--- config.mk ---
export PLATFORM = sky130hd
export DESIGN_NAME = line_pixel_generator
export DESIGN_NICKNAME = d
export VERILOG_FILES = /design/src/lpg_pkg.sv /design/src/line_pixel_generator.sv /design/src/lpg_ctrl.sv /design/src/lpg_datapath.sv
export SDC_FILE = /design/constraint.sdc
export NUM_CORES = 1
export LEC_CHECK = 0
export BUFFER_PORTS_ARGS = -buffer_cell sky130_fd_sc_hd__buf_2
export CAP_MARGIN = 10
export CORE_UTILIZATION = 60
export DETAILED_ROUTE_END_ITERATION = 6
export GPL_ROUTABILITY_DRIVEN = 0
export MAX_ROUTING_LAYER = met4
export PLACE_DENSITY_LB_ADDON = 0.05
export SYNTH_ARGS = -nofsm -noshare
export SYNTH_HDL_FRONTEND = slang
export SYNTH_SLANG_ARGS = --single-unit
--- constraint.sdc ---
create_clock -name clk -period 7.48 [get_ports clk]
set_clock_uncertainty 0.15 [all_clocks]
set_input_delay 0.374 -clock clk [delete_from_list [all_inputs] [get_ports clk]]
set_output_delay 0.374 -clock clk [all_outputs]
set_load 0.02 [all_outputs]
--- src/lpg_pkg.sv ---
// Package for the line pixel generator: coordinate size, register indexes,
// and the command and status structs that join the controller to the datapath.
// Used by lpg_ctrl, lpg_datapath and line_pixel_generator.
package lpg_pkg;

  localparam int COORD_BITS = 6;
  localparam int ERR_BITS   = COORD_BITS + 3;
  localparam int VIS_BITS   = 7;
  localparam int STRIDE_BITS = 13;
  localparam int ADDR_BITS  = 32;
  localparam int CFG_INDEX_BITS = 8;
  localparam int CFG_DATA_BITS  = 32;
  localparam int S_DATA_BITS = 56;
  localparam int M_DATA_BITS = 64;

  localparam logic [CFG_INDEX_BITS-1:0] REG_VISIBLE_WIDTH  = 8'd0;
  localparam logic [CFG_INDEX_BITS-1:0] REG_VISIBLE_HEIGHT = 8'd1;
  localparam logic [CFG_INDEX_BITS-1:0] REG_ROW_STRIDE     = 8'd2;
  localparam logic [CFG_INDEX_BITS-1:0] REG_FRAME_BASE     = 8'd3;

  typedef struct packed {
    logic load;
    logic emit;
  } lpg_cmd_t;

  typedef struct packed {
    logic at_end;
    logic out_valid;
  } lpg_sts_t;

endpackage

--- src/line_pixel_generator.sv ---
// Top level of the line pixel generator: joins lpg_ctrl and lpg_datapath.
// Depends on lpg_pkg.
//
// One word on the slave side is a line command; the block then gives one
// word per point of the Bresenham line from start to end inclusive, which
// is max(|end_x - start_x|, |end_y - start_y|) + 1 words, at most 64. The
// walk register update produces one point per cycle while the master side
// takes words, after the command has been loaded into the walk registers.
// The next command is taken once the last point has left the walk registers;
// it may wait in the output register meanwhile. Clipped points still come
// out, with tuser low. Configuration writes are taken at any time and
// should be made only while no line is in progress.
module line_pixel_generator (
  input  logic                                clk,
  input  logic                                rst,
  // fields from bit 0 up: start_x, start_y, end_x, end_y, alpha, red, green, blue
  input  logic [lpg_pkg::S_DATA_BITS-1:0]     s_tdata,
  input  logic                                s_tvalid,
  output logic                                s_tready,
  // fields from bit 0 up: byte_address, pixel_word
  output logic [lpg_pkg::M_DATA_BITS-1:0]     m_tdata,
  // fields from bit 0 up: write_enable
  output logic                                m_tuser,
  output logic                                m_tlast,
  output logic                                m_tvalid,
  input  logic                                m_tready,
  input  logic                                cfg_valid,
  output logic                                cfg_ready,
  input  logic [lpg_pkg::CFG_INDEX_BITS-1:0]  cfg_index,
  input  logic [lpg_pkg::CFG_DATA_BITS-1:0]   cfg_data
);

  lpg_pkg::lpg_cmd_t cmd;
  lpg_pkg::lpg_sts_t sts;

  assign cfg_ready = 1'b1;

  lpg_ctrl u_ctrl (
    .clk      (clk),
    .rst      (rst),
    .s_tvalid (s_tvalid),
    .s_tready (s_tready),
    .m_tready (m_tready),
    .sts      (sts),
    .cmd      (cmd)
  );

  lpg_datapath u_datapath (
    .clk       (clk),
    .rst       (rst),
    .cmd       (cmd),
    .sts       (sts),
    .cfg_valid (cfg_valid),
    .cfg_index (cfg_index),
    .cfg_data  (cfg_data),
    .s_tdata   (s_tdata),
    .m_tready  (m_tready),
    .m_tvalid  (m_tvalid),
    .m_tdata   (m_tdata),
    .m_tuser   (m_tuser),
    .m_tlast   (m_tlast)
  );

endmodule

--- src/lpg_ctrl.sv ---
// Controller for the line pixel generator: idle/run state machine.
// Issues load and emit commands to lpg_datapath; depends on lpg_pkg.
module lpg_ctrl (
  input  logic              clk,
  input  logic              rst,
  input  logic              s_tvalid,
  output logic              s_tready,
  input  logic              m_tready,
  input  lpg_pkg::lpg_sts_t sts,
  output lpg_pkg::lpg_cmd_t cmd
);

  localparam logic ST_IDLE = 1'b0;
  localparam logic ST_RUN  = 1'b1;

  logic state;
  logic state_next;

  assign s_tready = (state == ST_IDLE);

  always_comb begin
    cmd.load = (state == ST_IDLE) && s_tvalid;
    cmd.emit = (state == ST_RUN) && (!sts.out_valid || m_tready);
    state_next = state;
    unique case (state)
      ST_IDLE: begin
        if (s_tvalid) begin
          state_next = ST_RUN;
        end
      end
      ST_RUN: begin
        if (cmd.emit && sts.at_end) begin
          state_next = ST_IDLE;
        end
      end
      default: state_next = ST_IDLE;
    endcase
  end

  always_ff @(posedge clk) begin
    if (rst) begin
      state <= ST_IDLE;
    end else begin
      state <= state_next;
    end
  end

endmodule

--- src/lpg_datapath.sv ---
// Datapath for the line pixel generator: configuration registers, Bresenham
// walk registers, address computation and the output word register.
// Driven by lpg_ctrl commands; depends on lpg_pkg.
module lpg_datapath (
  input  logic                                 clk,
  input  logic                                 rst,
  input  lpg_pkg::lpg_cmd_t                    cmd,
  output lpg_pkg::lpg_sts_t                    sts,
  input  logic                                 cfg_valid,
  input  logic [lpg_pkg::CFG_INDEX_BITS-1:0]   cfg_index,
  input  logic [lpg_pkg::CFG_DATA_BITS-1:0]    cfg_data,
  input  logic [lpg_pkg::S_DATA_BITS-1:0]      s_tdata,
  input  logic                                 m_tready,
  output logic                                 m_tvalid,
  output logic [lpg_pkg::M_DATA_BITS-1:0]      m_tdata,
  output logic                                 m_tuser,
  output logic                                 m_tlast
);

  localparam int CB = lpg_pkg::COORD_BITS;
  localparam int EB = lpg_pkg::ERR_BITS;
  localparam int VB = lpg_pkg::VIS_BITS;
  localparam int SB = lpg_pkg::STRIDE_BITS;
  localparam int AB = lpg_pkg::ADDR_BITS;
  localparam int PB = CB + SB;

  logic [VB-1:0] visible_width;
  logic [VB-1:0] visible_height;
  logic [SB-1:0] row_stride;
  logic [AB-1:0] frame_base;

  logic [CB-1:0] cur_x;
  logic [CB-1:0] cur_y;
  logic [CB-1:0] target_x;
  logic [CB-1:0] target_y;
  logic [CB-1:0] delta_x;
  logic [CB-1:0] delta_y;
  logic [1:0]    step_signs;
  logic [EB-1:0] error_term;
  logic [31:0]   color_word;
  logic [CB-1:0] point_count;

  logic [CB-1:0] in_sx;
  logic [CB-1:0] in_sy;
  logic [CB-1:0] in_ex;
  logic [CB-1:0] in_ey;
  logic [CB-1:0] in_dx;
  logic [CB-1:0] in_dy;

  logic          done;
  logic [EB:0]   e2;
  logic [EB:0]   dx_ext;
  logic [EB:0]   dy_ext;
  logic          step_x;
  logic          step_y;
  logic [EB-1:0] error_next;
  logic [PB-1:0] row_product;
  logic [AB-1:0] addr;
  logic          we;

  logic          out_valid;
  logic [AB-1:0] out_addr;
  logic [31:0]   out_pixel;
  logic          out_we;
  logic          out_last;

  always_ff @(posedge clk) begin
    if (rst) begin
      visible_width  <= VB'(64);
      visible_height <= VB'(64);
      row_stride     <= SB'(64);
      frame_base     <= '0;
    end else if (cfg_valid) begin
      unique case (cfg_index)
        lpg_pkg::REG_VISIBLE_WIDTH:  visible_width  <= cfg_data[VB-1:0];
        lpg_pkg::REG_VISIBLE_HEIGHT: visible_height <= cfg_data[VB-1:0];
        lpg_pkg::REG_ROW_STRIDE:     row_stride     <= cfg_data[SB-1:0];
        lpg_pkg::REG_FRAME_BASE:     frame_base     <= cfg_data[AB-1:0];
        default: ;
      endcase
    end
  end

  assign in_sx = s_tdata[CB-1:0];
  assign in_sy = s_tdata[2*CB-1:CB];
  assign in_ex = s_tdata[3*CB-1:2*CB];
  assign in_ey = s_tdata[4*CB-1:3*CB];
  assign in_dx = (in_sx > in_ex) ? in_sx - in_ex : in_ex - in_sx;
  assign in_dy = (in_sy > in_ey) ? in_sy - in_ey : in_ey - in_sy;

  assign done   = (cur_x == target_x) && (cur_y == target_y);
  assign e2     = {error_term[EB-1], error_term} <<< 1;
  assign dx_ext = {{(EB+1-CB){1'b0}}, delta_x};
  assign dy_ext = {{(EB+1-CB){1'b0}}, delta_y};
  assign step_x = $signed(e2) > -$signed(dy_ext);
  assign step_y = $signed(e2) < $signed(dx_ext);

  always_comb begin
    error_next = error_term;
    if (step_x) begin
      error_next = error_next - dy_ext[EB-1:0];
    end
    if (step_y) begin
      error_next = error_next + dx_ext[EB-1:0];
    end
  end

  assign row_product = PB'(cur_y) * PB'(row_stride);
  assign addr = frame_base + {{(AB-PB-2){1'b0}}, row_product, 2'b00}
              + {{(AB-CB-2){1'b0}}, cur_x, 2'b00};
  assign we = ({1'b0, cur_x} < visible_width) && ({1'b0, cur_y} < visible_height);

  always_ff @(posedge clk) begin
    if (rst) begin
      cur_x       <= '0;
      cur_y       <= '0;
      target_x    <= '0;
      target_y    <= '0;
      delta_x     <= '0;
      delta_y     <= '0;
      step_signs  <= '0;
      error_term  <= '0;
      color_word  <= '0;
      point_count <= '0;
    end else if (cmd.load) begin
      cur_x       <= in_sx;
      cur_y       <= in_sy;
      target_x    <= in_ex;
      target_y    <= in_ey;
      delta_x     <= in_dx;
      delta_y     <= in_dy;
      step_signs  <= {!(in_sy < in_ey), !(in_sx < in_ex)};
      error_term  <= {{(EB-CB){1'b0}}, in_dx} - {{(EB-CB){1'b0}}, in_dy};
      color_word  <= {s_tdata[4*CB+7:4*CB], s_tdata[4*CB+15:4*CB+8],
                      s_tdata[4*CB+23:4*CB+16], s_tdata[4*CB+31:4*CB+24]};
      point_count <= '0;
    end else if (cmd.emit) begin
      point_count <= point_count + CB'(1);
      error_term  <= error_next;
      if (step_x) begin
        cur_x <= step_signs[0] ? cur_x - CB'(1) : cur_x + CB'(1);
      end
      if (step_y) begin
        cur_y <= step_signs[1] ? cur_y - CB'(1) : cur_y + CB'(1);
      end
    end
  end

  always_ff @(posedge clk) begin
    if (rst) begin
      out_valid <= 1'b0;
    end else if (cmd.emit) begin
      out_valid <= 1'b1;
    end else if (m_tready) begin
      out_valid <= 1'b0;
    end
  end

  always_ff @(posedge clk) begin
    if (cmd.emit) begin
      out_addr  <= addr;
      out_pixel <= color_word;
      out_we    <= we;
      out_last  <= done;
    end
  end

  assign sts.at_end    = done || (point_count == {CB{1'b1}});
  assign sts.out_valid = out_valid;

  assign m_tvalid = out_valid;
  assign m_tdata  = {out_pixel, out_addr};
  assign m_tuser  = out_we;
  assign m_tlast  = out_last;

endmodule
==> flow_metrics.env, run 1 <==
export IMPL_grt_pass1_wl_mm=54.2
export IMPL_synthSimpleGateAreaFrac_pct=15.7
export IMPL_met1_length_mm=16.1
export IMPL_die_y_um=154
export IMPL_synthArstFlopShare_pct=0
export IMPL_dieArea_sq_um=23800
export IMPL_synthAdderAreaFrac_pct=20.6
export IMPL_clk_pin_slew_ns=0.06
export IMPL_synthMuxAreaShare_pct=2.83
export IMPL_root_buffer="clkbuf_16"
export IMPL_rr_endpoint="u_datapath.out_addr[28]"
export IMPL_worstSetupEndpoint="u_datapath.out_addr[28]"
export IMPL_worstSetupPathType="reg2reg"
export IMPL_synth_top_area_share_pct=21.0
export IMPL_grt_max_degree=102
export IMPL_drt_initial_drc_count=693
export IMPL_drc=0
export IMPL_via_count=11300
export IMPL_required_ns=7.58
export IMPL_cp_startpoint="u_datapath.cur_y[5]"
export IMPL_worst_pin_slew_ns=1.10
export IMPL_synth_top_family_by_area="adder cells"
export IMPL_routed_wl_mm=33.7
export IMPL_io_pins=170
export IMPL_die_w_um=154
export IMPL_yosys_warnings=0
export IMPL_synth_seq_cells=212
export IMPL_ys_seq_area_share_pct=35.2
export IMPL_cts_buffers=25
export IMPL_post_route_util_pct=72.8
export IMPL_detail_route_wl_per_cell_um=16.3
export IMPL_nFillCells=1702
export IMPL_nets=2055
export IMPL_final_area_sq_um=16500
export IMPL_dpl_instance_area_sq_um=15000
export IMPL_report_final_slew_viol_count=0
export IMPL_initial_utilization_pct=61.3
export IMPL_ff2ff_setup_slack_ns=0.46
export IMPL_rows=55
export IMPL_end_kind="register"
export IMPL_cap_violations=0
export IMPL_htree_levels=1
export IMPL_syn_area_per_cell_sq_um=9.04
export IMPL_syn_num_nets=1834
export IMPL_syn_inst=1540
export IMPL_hp_class="in2reg"
export IMPL_pwr_density_cell_nw_per_um2=222
export IMPL_cts_setup_buffers=0
export IMPL_synth_edf_count=66
export IMPL_cts_sinks=212
export IMPL_grt_pass1_vias=10900
export IMPL_critPathMaxFanout=17
export IMPL_wl_met2_mm=15.0
export IMPL_ys_flop_type="dfxtp_1"
export IMPL_rsz0062_at_grt="false"
export IMPL_dp_hpwl_mm=23.6
export IMPL_r2r_start="u_datapath.cur_y[5]"
export IMPL_setup_viol=0
export IMPL_synth_area_top_cells="dfxtp_1 21%, edfxtp_1 14%, ha_1 12%, fa_1 8.8%, nand2_1 6.0%"
export IMPL_relSlewSlack_pct=26.5
export IMPL_antenna_found_initial=1
export IMPL_cts_tree="built"
export IMPL_synth_compound_area_share_pct=13.9
export IMPL_port_buffer_count=168
export IMPL_track_usage_pct=29.1
export IMPL_syn_area_sq_um=13900
export IMPL_design_core_area_sq_um=22700
export IMPL_synth_top_area_cell="dfxtp_1"
export IMPL_startpoint_type="register"
export IMPL_wl_met3_mm=2.02
export IMPL_final_common_cell="nand2_1"
export IMPL_dr_pass1_iters=5
export IMPL_setup_tns_ns=0
export IMPL_ys_types=68
export IMPL_cp_data_arrival_time_ns=7.12
export IMPL_maxUsedRoutingLayer="met4"
export IMPL_clockBufferDepth=3
export IMPL_finalCriticalPeriod_ns=7.02
export IMPL_layout_common_cells="220 x nand2_1, 167 x inv_1, 167 x buf_2"
export IMPL_overflow=0
export IMPL_status="finished clean"
export IMPL_leakagePower_uw=0.00762
export IMPL_drive_gt1_share_pct=13.5
export IMPL_clock_latency_ns=0.53
export IMPL_synth_xor_area_share_pct=5.54
export IMPL_vdd_drop_max_v=0.000149
export IMPL_syn_to_final_growth_pct=18.7
export IMPL_ant_nets=0
export IMPL_fmaxAchievable_mhz=143
export IMPL_fin_crit_sh_pct=93.8
export IMPL_hold_viol_final=0
export IMPL_via_per_inst=5.47
export IMPL_r2r_cells=21
==> synth_stat cells (3+ instances only) <==
cell type    n
a211o_1      3
a211oi_1    23
a21boi_0     5
a21o_1      23
a21oi_1    139
a221oi_1     7
a311oi_1     4
a31oi_1      6
and2_1      71
and3_1      11
buf_1        6
buf_2        6
clkbuf_1    41
dfxtp_1    146
edfxtp_1    66
fa_1        61
ha_1       132
inv_1      168
mux2_2       3
mux2i_1     36
nand2_1    221
nand2b_1     9
nand3_1      8
nand3b_1     3
nand4_1     10
nor2_1      90
nor2b_1     14
nor3_1      12
o211ai_1     9
o21a_1       7
o21ai_0     48
o21bai_1    10
o22ai_1      4
o31a_1       3
o31ai_1      4
or2_2        4
or3_1        4
xnor2_1     64
xor2_1      24
==> metrics by stage <==
| step | power, uW | hold slack [ns] | setup WS (ns) | std cells |
|---|---|---|---|---|
| 6_report | 3670 | 0.0170 | 0.464 | 2066 |
| 5_1_grt | 3860 | 0.0154 | 0.0942 | 2066 |
| 3_5_place_dp | 2430 | 0.262 | 0.609 | 1949 |
| 4_1_cts | 3670 | 0.00127 | 0.521 | 2065 |
| 2_1_floorplan | 2160 | 0.258 | 1.17 | 1540 |
| 3_3_place_gp | 2400 | 0.261 | 0.673 | 1949 |
==> power by group <==
group	switching, uW	internal, uW
registers	85.3	1270
logic	631	465
clock network	497	720
==> critical path, stage by stage (launching register included) <==
cell and delay [ns]:
dfxtp_1 0.72, nand2_1 0.16, fa_1 0.53, fa_1 0.52
fa_1 0.54, inv_1 0.04, ha_1 0.34, o21ai_0 0.20
o21bai_1 0.12, a31o_2 0.27, a41oi_1 0.26, a31oi_1 0.16
a21o_1 0.20, a21oi_1 0.18, xor2_1 0.34, ha_1 0.31
ha_1 0.38, and3_1 0.19, a2111o_1 0.41, a21oi_1 0.42
nor2_1 0.13, xor2_1 0.18
==> per-layer routing <==
layer  up-vias  global-route usage [%]
li1       5631                       -
met5         -                       -
met1      5307                    40.3
met2       328                    45.9
met4         0                    6.18
met3        45                    3.56
==> state kept, by name, summed over array words and instances, names as in the netlist, 7 cells and up <==
register / flops
u_datapath.visible_width: 7
u_datapath.error_term: 9
u_datapath.row_stride: 13
u_datapath.out_addr: 32
u_datapath.visible_height: 7
u_datapath.frame_base: 32
u_datapath.color_word: 32
u_datapath.out_pixel: 32
==> final cells by class <==
cell class                      count  area, sq um  share of cell area [%]
Multi-Input combinational cell   1105         8170                    49.4
Sequential cell                   212         4900                    29.7
Timing Repair Buffer              249         1630                    9.84
Clock buffer                       33          727                    4.40
Inverter                          168          632                    3.82
Tap cell                          285          357                    2.16
Clock inverter                     13          109                   0.658
Antenna cell                        1         2.50                  0.0151
==> what timing repair did <==
action                    4_1_cts  5_1_grt
hold buffers                   70        0
hold endpoints to repair       75        0
gates resized for setup         0        0
==> cells by family after synthesis <==
| family | Yosys count |
|---|---|
| other | 1 |
| adder cells (fa/ha/maj) | 193 |
| XOR/XNOR | 88 |
| multiplexers | 39 |
| AO/OA/AOI/OAI | 313 |
| AND/OR/NAND/NOR | 471 |
| buffers and inverters | 223 |
| flip-flops | 212 |
==> worst min path at each step <==
| stage | start | end | slack, ns | cells past startpoint |
|---|---|---|---|---|
| 2_1_floorplan | u_datapath.frame_base[0] | u_datapath.out_addr[0] | 0.26 | 0 |
| 5_1_grt | cfg_data[4] | u_datapath.frame_base[4] | 0.02 | 3 |
| 3_3_place_gp | u_datapath.color_word[25] | u_datapath.out_pixel[25] | 0.26 | 0 |
| 3_5_place_dp | u_datapath.color_word[19] | u_datapath.out_pixel[19] | 0.26 | 0 |
| 4_1_cts | cfg_data[5] | u_datapath.frame_base[5] | 0.001 | 3 |
| 6_report | m_tready | u_datapath.m_tvalid | 0.02 | 3 |
No activity file was read; power rests on OpenSTA's default activity.
==> run 2, diff against run 1 <==
Settings changed: BUFFER_PORTS_ARGS -buffer_cell sky130_fd_sc_hd__buf_2 to not set, CORE_UTILIZATION 60 to 65, DONT_BUFFER_PORTS set to 1.
==> run 2 against run 1 <==
Die area decreased by 7.6%. Sequential share of layout area rose by 1.2 points. Total power is essentially flat. Critical path depth increased by 2. Non-clock buffer count decreased by 150. Sequential cell count did not move. Via count decreased by 3.5%. Core utilization up 2.9 points. Clock power rose by 3%. Global-route usage increased by 2.2 points. Largest cell class unchanged.
==> flow_metrics.env, run 2 (same netlist as run 1, synthesis figures left out) <==
export IMPL_end_kind="register"
export IMPL_grt_max_degree=142
export IMPL_clk_pin_slew_ns=0.06
export IMPL_ant_nets=0
export IMPL_p_int_uw=2480
export IMPL_htree_levels=1
export IMPL_finalCriticalPeriod_ns=6.97
export IMPL_io_pins=170
export IMPL_nets=1904
export IMPL_switching_share_pct=32.4
export IMPL_worstSetupPathType="reg2reg"
export IMPL_setup_viol=0
export IMPL_p_clk_share_pct=34.4
export IMPL_hold_viol_final=0
export IMPL_detail_route_wl_per_cell_um=17.3
export IMPL_die_w_um=148
export IMPL_fin_crit_sh_pct=93.2
export IMPL_post_place_cells=1768
export IMPL_hp_class="in2reg"
export IMPL_antenna_found_initial=5
export IMPL_grt_pass1_wl_mm=53.3
export IMPL_dieArea_sq_um=22000
export IMPL_final_common_cell="nand2_1"
export IMPL_initial_utilization_pct=66.2
export IMPL_clock_latency_ns=0.51
export IMPL_status="finished clean"
export IMPL_rsz0062_at_grt="false"
export IMPL_design_core_area_sq_um=21000
export IMPL_drt_initial_drc_count=694
export IMPL_drive_gt1_share_pct=3.99
export IMPL_combPwrFrac_pct=27.7
export IMPL_routed_wl_mm=33.1
export IMPL_cts_resized_gates=0
export IMPL_leakagePower_uw=0.00703
export IMPL_startpoint_type="register"
export IMPL_relSlewSlack_pct=21.5
export IMPL_via_count=10900
export IMPL_syn_to_final_growth_pct=14.2
export IMPL_via_per_inst=5.72
export IMPL_required_ns=7.59
export IMPL_report_final_slew_viol_count=0
export IMPL_grt_pass1_vias=10400
export IMPL_cts_sinks=212
export IMPL_dr_pass1_iters=7
export IMPL_overflow=0
export IMPL_cts_tree="built"
export IMPL_clockBufferDepth=3
export IMPL_layout_common_cells="220 x nand2_1, 167 x inv_1, 146 x dfxtp_1"
export IMPL_die_y_um=148
export IMPL_critPathMaxFanout=17
export IMPL_final_cells=1908
export IMPL_dp_hpwl_mm=22.6
export IMPL_cp_data_arrival_time_ns=7.08
export IMPL_worst_pin_slew_ns=1.18
export IMPL_power_switching_uw=1190
export IMPL_fmaxAchievable_mhz=143
export IMPL_cap_violations=0
export IMPL_vdd_drop_max_v=0.000144
export IMPL_rows=53
export IMPL_track_usage_pct=31.3
export IMPL_drc=0
export IMPL_cts_buffers=24
export IMPL_root_buffer="clkbuf_16"
export IMPL_setup_tns_ns=0
export IMPL_port_buffer_count=0
export IMPL_pwr_share_seq_pct=37.9
export IMPL_pwr_density_cell_nw_per_um2=231
-- run 2: cell count changes in the layout (fill, tap and decap cells not counted), moves of 2 or more --
cell	delta
buf_2	-167
dlygate4sd3_1	+20
buf_4	-4
clkbuf_1	+4
diode_2	+4
bufinv_16	+3
clkbuf_8	-3
clkinvlp_4	-3
clkinv_2	-2
inv_6	+2
-- run 2: worst max-delay path, stage by stage (launching register included) --
cell	delay (ns)
dfxtp_1	0.70
nand2_1	0.16
fa_1	0.53
fa_1	0.52
fa_1	0.54
inv_1	0.04
ha_1	0.34
a21o_1	0.20
a21oi_1	0.22
a2bb2oi_1	0.23
a21oi_1	0.14
a21o_1	0.20
a21oi_1	0.17
xnor2_1	0.16
ha_1	0.26
ha_1	0.36
a21o_1	0.20
a21o_1	0.18
a21oi_1	0.14
o211ai_1	0.17
a2111o_1	0.41
a21oi_1	0.40
nor2_1	0.12
xor2_1	0.17
-- run 2: what timing repair did --
action,CTS,global route
buffers inserted,0,0
hold buffers,91,0
hold endpoints to repair,140,0
setup endpoints to repair,0,0
-- run 2: per-layer routing --
layer	wire length (um)	vias to the layer above	global-route usage (%)
met5	0	-	-
met1	15600	5182	44.0
met4	411	0	5.57
li1	-	5335	-
met3	2400	35	5.34
met2	14600	361	48.0
-- run 2: worst paths after layout --
path / start / to / slack [ns] / depth (start not counted)
setup / recovery: u_datapath.cur_y[5] / u_datapath.out_addr[26] / 0.51 / 23
hold / removal: s_tdata[18] / u_datapath.delta_y[0] / 0.03 / 2
setup reg to reg: u_datapath.cur_y[5] / u_datapath.out_addr[26] / 0.51 / 23
hold reg to reg: u_datapath.color_word[27] / u_datapath.out_pixel[27] / 0.27 / 0
-- run 2: final cells by class --
cell class	instances	area (sq um)
fill	1482	5120
clock buffer	33	676
clock inverter	11	171
inverter	168	632
timing repair buffer	99	988
antenna	5	12.5
sequential	212	4900
multi-input combinational	1105	8170
tap	275	344
-- run 2: power by group through the flow --
stage | clock (uW) | combinational (uW) | sequential, uW
after CTS | 1270 | 1010 | 1390
after floorplan | 0 | 780 | 1380
after global placement | 0 | 921 | 1410
final | 1260 | 1020 | 1390
after detailed placement | 0 | 941 | 1410
after global routing | 1320 | 1140 | 1400
-- run 2: per-stage QoR --
step	util (%)	total power (uW)	area (sq um)	hold slack [ns]	setup WS, ns
after global placement	67.1	2330	14100	0.259	0.713
after CTS	75.6	3670	15900	0.0119	0.557
after global routing	75.7	3860	15900	0.0431	0.0641
after detailed placement	67.1	2350	14100	0.264	0.593
after floorplan	-	2160	13900	0.258	1.17
final	75.7	3670	15900	0.0281	0.507
